### src/rtl/apr_pkg.sv
// Shared types, constants and arithmetic helpers for the arc pose rollout block.
package apr_pkg;

  localparam int MAX_STEPS_DEF = 63;
  localparam int CORDIC_ITER_DEF = 16;

  localparam int TS_W = 16;
  localparam int SC_W = 6;
  localparam int CFG_W = 16;
  localparam int CFG_IDX_W = 1;
  localparam logic [CFG_IDX_W-1:0] CFG_TIME_STEP = 1'b0;
  localparam logic [CFG_IDX_W-1:0] CFG_STEP_COUNT = 1'b1;
  localparam logic [TS_W-1:0] TS_RESET = 16'd6554;
  localparam logic [SC_W-1:0] SC_RESET = 6'd10;

  localparam int CW = 34;  // CORDIC datapath width, Q2.30 plus headroom
  localparam int PW = 67;  // wide product width

  localparam longint GAIN_INF = 64'd652032874;
  localparam longint GAIN_CORR = 64'd434688583;
  localparam logic signed [31:0] QUARTER_PI_Q30 = 32'sd843314857;
  localparam logic signed [31:0] RAD_TO_BAM = 32'sd683565276;

  localparam int DIV_BITS = 29;
  localparam logic [DIV_BITS-1:0] DIV_ONE = 29'h1000_0000;

  typedef struct packed {
    logic load;
    logic mul1;
    logic mul2;
    logic mul3;
    logic div_start;
    logic cor_start;
    logic cor_sel;
    logic store0;
    logic store1;
    logic prod;
    logic upd;
    logic emit;
  } apr_cmd_t;

  typedef struct packed {
    logic straight;
    logic div_done;
    logic cor_done;
    logic last;
  } apr_sts_t;

  function automatic logic signed [PW-1:0] rnd(input logic signed [PW-1:0] v,
                                               input int unsigned s);
    logic [PW-1:0] mag;
    logic neg;
    neg = v[PW-1];
    mag = neg ? PW'(-v) : PW'(v);
    mag = (mag + (PW'(1) << (s - 1))) >> s;
    return neg ? -$signed(mag) : $signed(mag);
  endfunction

  function automatic logic signed [CW-1:0] atan_q30(input logic [4:0] i);
    case (i)
      5'd0: return 34'sd843314857;
      5'd1: return 34'sd497837829;
      5'd2: return 34'sd263043837;
      5'd3: return 34'sd133525159;
      5'd4: return 34'sd67021687;
      5'd5: return 34'sd33543516;
      5'd6: return 34'sd16775851;
      5'd7: return 34'sd8388437;
      5'd8: return 34'sd4194283;
      5'd9: return 34'sd2097149;
      5'd10: return 34'sd1048576;
      5'd11: return 34'sd524288;
      5'd12: return 34'sd262144;
      5'd13: return 34'sd131072;
      5'd14: return 34'sd65536;
      5'd15: return 34'sd32768;
      5'd16: return 34'sd16384;
      5'd17: return 34'sd8192;
      5'd18: return 34'sd4096;
      5'd19: return 34'sd2048;
      5'd20: return 34'sd1024;
      5'd21: return 34'sd512;
      5'd22: return 34'sd256;
      5'd23: return 34'sd128;
      default: return '0;
    endcase
  endfunction

endpackage

### src/rtl/apr_ctrl.sv
// Controller state machine sequencing setup, division, CORDIC runs and pose output.
module apr_ctrl import apr_pkg::*; (
  input  logic     clk_i,
  input  logic     rst_ni,
  input  logic     in_valid_i,
  output logic     in_ready_o,
  output logic     out_valid_o,
  input  logic     out_ready_i,
  input  apr_sts_t sts_i,
  output apr_cmd_t cmd_o
);

  localparam logic [3:0] S_IDLE = 4'd0;
  localparam logic [3:0] S_MUL1 = 4'd1;
  localparam logic [3:0] S_MUL2 = 4'd2;
  localparam logic [3:0] S_MUL3 = 4'd3;
  localparam logic [3:0] S_DIV  = 4'd4;
  localparam logic [3:0] S_EMIT = 4'd5;
  localparam logic [3:0] S_COR0 = 4'd6;
  localparam logic [3:0] S_COR1 = 4'd7;
  localparam logic [3:0] S_PROD = 4'd8;
  localparam logic [3:0] S_UPD  = 4'd9;

  logic [3:0] state_q, state_d;
  logic out_valid_q, out_valid_d;
  logic slot_free;

  assign slot_free = !out_valid_q || out_ready_i;
  assign in_ready_o = (state_q == S_IDLE);
  assign out_valid_o = out_valid_q;

  always_comb begin
    state_d = state_q;
    cmd_o = '0;
    out_valid_d = out_ready_i ? 1'b0 : out_valid_q;
    unique case (state_q)
      S_IDLE: begin
        if (in_valid_i) begin
          cmd_o.load = 1'b1;
          state_d = S_MUL1;
        end
      end
      S_MUL1: begin
        cmd_o.mul1 = 1'b1;
        state_d = S_MUL2;
      end
      S_MUL2: begin
        cmd_o.mul2 = 1'b1;
        state_d = S_MUL3;
      end
      S_MUL3: begin
        cmd_o.mul3 = 1'b1;
        if (sts_i.straight) begin
          state_d = S_EMIT;
        end else begin
          cmd_o.div_start = 1'b1;
          state_d = S_DIV;
        end
      end
      S_DIV: begin
        if (sts_i.div_done) state_d = S_EMIT;
      end
      S_EMIT: begin
        if (slot_free) begin
          cmd_o.emit = 1'b1;
          out_valid_d = 1'b1;
          if (sts_i.last) begin
            state_d = S_IDLE;
          end else begin
            cmd_o.cor_start = 1'b1;
            state_d = S_COR0;
          end
        end
      end
      S_COR0: begin
        if (sts_i.cor_done) begin
          cmd_o.store0 = 1'b1;
          if (sts_i.straight) begin
            state_d = S_PROD;
          end else begin
            cmd_o.cor_start = 1'b1;
            cmd_o.cor_sel = 1'b1;
            state_d = S_COR1;
          end
        end
      end
      S_COR1: begin
        if (sts_i.cor_done) begin
          cmd_o.store1 = 1'b1;
          state_d = S_PROD;
        end
      end
      S_PROD: begin
        cmd_o.prod = 1'b1;
        state_d = S_UPD;
      end
      S_UPD: begin
        cmd_o.upd = 1'b1;
        state_d = S_EMIT;
      end
      default: state_d = S_IDLE;
    endcase
  end

  always_ff @(posedge clk_i or negedge rst_ni) begin
    if (!rst_ni) begin
      state_q <= S_IDLE;
      out_valid_q <= 1'b0;
    end else begin
      state_q <= state_d;
      out_valid_q <= out_valid_d;
    end
  end

endmodule

### config.mk
export PLATFORM = sky130hd
export DESIGN_NAME = apr_ctrl
export DESIGN_NICKNAME = d
export VERILOG_FILES = /design/src/rtl/apr_pkg.sv /design/src/rtl/apr_ctrl.sv
export SDC_FILE = /design/constraint.sdc
export NUM_CORES = 1
export LEC_CHECK = 0
export BUFFER_PORTS_ARGS = -buffer_cell sky130_fd_sc_hd__buf_2
export CAP_MARGIN = 25
export CORE_AREA = 5 5 42 44
export DETAILED_ROUTE_END_ITERATION = 7
export DIE_AREA = 0 0 47 49
export GPL_TIMING_DRIVEN = 0
export PLACE_DENSITY = 0.68
export REMOVE_ABC_BUFFERS = 1
export SLEW_MARGIN = 20
export SYNTH_ARGS = -nofsm -noshare
export SYNTH_HDL_FRONTEND = slang
export SYNTH_SLANG_ARGS = --single-unit
### constraint.sdc
create_clock -name clk_i -period 2.6 [get_ports clk_i]
set_clock_uncertainty 0.2 [all_clocks]
set_input_delay 0.52 -clock clk_i [delete_from_list [all_inputs] [get_ports clk_i]]
set_output_delay 0.52 -clock clk_i [all_outputs]
set_load 0.02 [all_outputs]
==> summary.md <==
Along the worst hold path, the cell count comes to 2. After detailed routing, the number of remaining DRC violations is 0. The all-layer global routing usage is 12.2%. The relative area change from synthesis to final layout came out at 28.5%.

The tools report the source-to-sink clock delay at the later pin of the worst-skew pair as 0.25 ns. The count of final hold-check violations is 0. Detailed routing inserted a total of 487 vias. On the worst path, the slowest cell contributes a delay of 0.52 ns. The gate count after technology mapping is 58. For the pin with the worst max-slew slack, the measured transition is 0.413 ns. Once the floorplan was initialized, standard cells occupied 32.6% of the core. Yosys attributes the largest share of cell area to dfrtp_1 (27%), nor2_1 (5.8%), a21oi_1 (4.4%). For the combinational share of power, the log shows 58.5%. The clock tree root buffer cell was clkbuf_4. The tools report the start point of the worst hold path as out_valid_o$_DFF_PN0_. The number of different library cells used by synthesis comes to 29.

Port buffering added 21 buffers. The internal power of the cells totals 0.362 mW. Across the VDD grid, the largest voltage drop is 583 µV. The area of the mapped netlist was 457 µm². Sequential area share after synthesis: 27.4%. Via count of the first global-routing pass: 437. The tightest min-delay check is of the reg -> reg type. The die boundary height is 49 µm.

The critical path class was reg -> out. The average wire length per cell after detail routing was 11.2 µm. Clock-pin slew was measured on the worst setup and hold paths at 0.05 ns. In this run the cell area measured after placement is 551 µm². Of the available clock period, the critical path in the final layout requires 92.7%. The core area is 1400 µm². For this run, the top clock speed supported by timing is 415 MHz. In this run the biggest area consumer among cell types represents 27.4% of the synthesized area. The detailed router finished its first iteration with 17 violations. Post-CTS timing repair inserted 0 buffers for setup. Standard cell with the maximum stage delay on the critical path: dfrtp_1. The count of nets left with antenna violations once routing finished came out at 0.

The kind of launch point of the worst setup path is a flop. The tools report the number of buffers on the longest clock path as 2. The kind of cell with the highest combined delay along the critical path is simple AND/OR/NAND/NOR gates.

The clock period could shrink to 2.41 ns. Entering global routing, the biggest net connects 14 pins. The final total power came out at 0.732 mW.

The kind of capture point of the worst setup path was an output pin. In the final layout, the share of cells above drive strength 1 is 38.8%. Yosys printed 0 warnings. 0 antenna diodes ended up in the layout. The flow ran to the end, and the final reports show no timing, DRC or antenna violations. Summed over all nets, the half-perimeter wirelength after detailed placement is 821 µm.

Summed over all cells, the static leakage comes to 0.308 nW. Counting cells, the worst reg-to-reg path comes to 4. The critical path buffer and inverter count came out at 1.

Synthesis inferred 5 register bits. Net switching is 50.5% of the power. The logs give 0 for the initial antenna violation count and 0 for the sum of overflow across all layers after global routing. The filler cells instantiated in the layout total 150. Setup repair after global routing left no endpoint under its margin.

The slack of the worst reg-to-reg path is 0.79 ns. The number of iterations in the first detailed-routing pass is 4, and the row count is 14. The count of nets after finishing is 89, and the hold-fix buffer count after cts is 1. The average vias per placed instance was 5.07; the CTS buffer count was 3. Setup violations remaining at the end of the flow were counted as 0. The destination of the worst hold path is out_valid_o$_DFF_PN0_.

The tools report the die area as 2300 µm². The logs give 0 for the final number of max-transition violations and 72.5% for the headroom to the max-slew limit. Startpoint of the lowest-slack register-to-register path: state_q[1]$_DFFE_PN0P_. For this design the top-level I/O count stands at 22.

For the number of clock sinks, the log shows 5. Max-cap violations in this run came to 0. TritonCTS built the clock tree. Routability-driven placement finished with a final weighted congestion of 0.816. The logs give 1.95 mm for the global-route wire length before repair and 0 for the number of cells upsized or downsized after cts.

Traced cell by cell, the critical path runs through nand2b_2 -> nor3b_1 -> a21o_1 -> buf_2. Timing analysis after detailed placement gives a worst setup slack of 0.448 ns. The post-synthesis cell type with the largest combined area was dfrtp_1. The total negative setup slack was 0 ns. The tightest hold path in the finished design has a slack of 0.340 ns. The width of the chip came out at 47 µm. The tools report the worst-case setup margin in the final layout as 0.191 ns. The share of total power dissipated in the clock network is 12.4%.

The maximum net fanout on the critical path came out at 13. Summed over all nets, the switching power comes to 0.370 mW. In this run the power density over the cells is 1250 nW/µm². The average size of a mapped cell was 7.87 µm²; the required time of the worst setup path was 1.88 ns. Wires add up to 1.08 mm. Per report_power, the sequential group accounts for 29.1% of the total.

The finished cells cover 587 µm². The worst register-to-register path ends at state_q[0]$_DFFE_PN0P_. For the deepest level of the CTS H-tree, the log shows 1. Data arrives at the worst endpoint at 1.69 ns.
[layer usage]
| metal | share of wire (%) | global-route usage [%] |
|---|---|---|
| met5 | 0 | 0 |
| met4 | 1.4 | 5.53 |
| met3 | 9.6 | 6.64 |
| met2 | 50 | 16.7 |
| met1 | 39 | 15.2 |
[cell usage after synthesis (all sizes together)]
master / n
a21oi: 5
o21ai: 2
dfrtp: 5
nor3b: 2
inv: 3
and2: 1
buf: 4
nor2: 7
nor4: 2
nand3b: 1
a31oi: 1
xor2: 1
nor2b: 3
nand2: 3
a21o: 1
nor3: 5
mux2: 1
nand2b: 5
or3: 1
o32ai: 1
or2: 1
o22ai: 1
nand3: 2
[cells by family (layout without fill, tap and decap cells)]
logic type | Yosys count | after routing | share of synthesized area (%)
compound gates | 11 | 11 | 14.8
simple gates | 33 | 33 | 43.3
xor+xnor | 1 | 1 | 1.92
flops | 5 | 5 | 27.4
mux | 1 | 1 | 3.29
buf+inv | 7 | 29 | 9.31
[tightest hold or removal path, cell delays in order, from the launching register on]
cell and delay [ns]:
dfrtp_1 0.33, nand2b_1 0.09, o21ai_0 0.08
[registers in the layout, summed over array words and instances (netlist names)]
register and cells:
state_q 4, out_valid_o 1
[power by group through the flow]
stage | Combinational [mW] | Sequential, mW | Clock (mW)
6_report | 0.428 | 0.213 | 0.0909
5_1_grt | 0.480 | 0.224 | 0.104
2_1_floorplan | 0.325 | 0.196 | 0
3_5_place_dp | 0.429 | 0.214 | 0
3_3_place_gp | 0.425 | 0.214 | 0
4_1_cts | 0.432 | 0.213 | 0.0940
[worst max path at each step]
stage / startpoint / end / slack [ns] / depth (start not counted)
6_report: state_q[1]$_DFFE_PN0P_ / cmd_o[6] / 0.19 / 4
5_1_grt: state_q[1]$_DFFE_PN0P_ / cmd_o[6] / 0.05 / 4
4_1_cts: state_q[1]$_DFFE_PN0P_ / cmd_o[6] / 0.18 / 4
3_5_place_dp: state_q[1]$_DFFE_PN0P_ / cmd_o[6] / 0.45 / 4
3_3_place_gp: state_q[1]$_DFFE_PN0P_ / cmd_o[6] / 0.48 / 4
2_1_floorplan: state_q[1]$_DFFE_PN0P_ / cmd_o[6] / 0.23 / 3
[final cells by class]
cell class                      instances  area, µm²  area share, %
Clock buffer                            4       26.3           4.48
Inverter                                3       11.3           1.92
Multi-Input combinational cell         46        289           49.3
Sequential cell                         5        125           21.3
Tap cell                               16       20.0           3.41
Timing Repair Buffer                   22        115           19.6
[metrics by stage]
step	utilization [%]	cells
2_1_floorplan	-	54
3_3_place_gp	39.3	91
3_5_place_dp	39.3	91
4_1_cts	41.9	96
5_1_grt	41.9	96
6_report	41.9	96
[cell usage in the layout, fill, tap and decap left out, types with 2 or more instances in the layout]
cell type / instances
o21ai_0: 2
nand2b_2: 2
clkbuf_4: 3
nor2_1: 7
nor3b_1: 2
inv_1: 3
nand2b_1: 3
nor2b_1: 3
nor3_1: 4
a21oi_1: 4
buf_2: 21
dfrtp_1: 5
nand2_1: 3
nand3_1: 2
No activity file was read; power rests on OpenSTA's default activity.
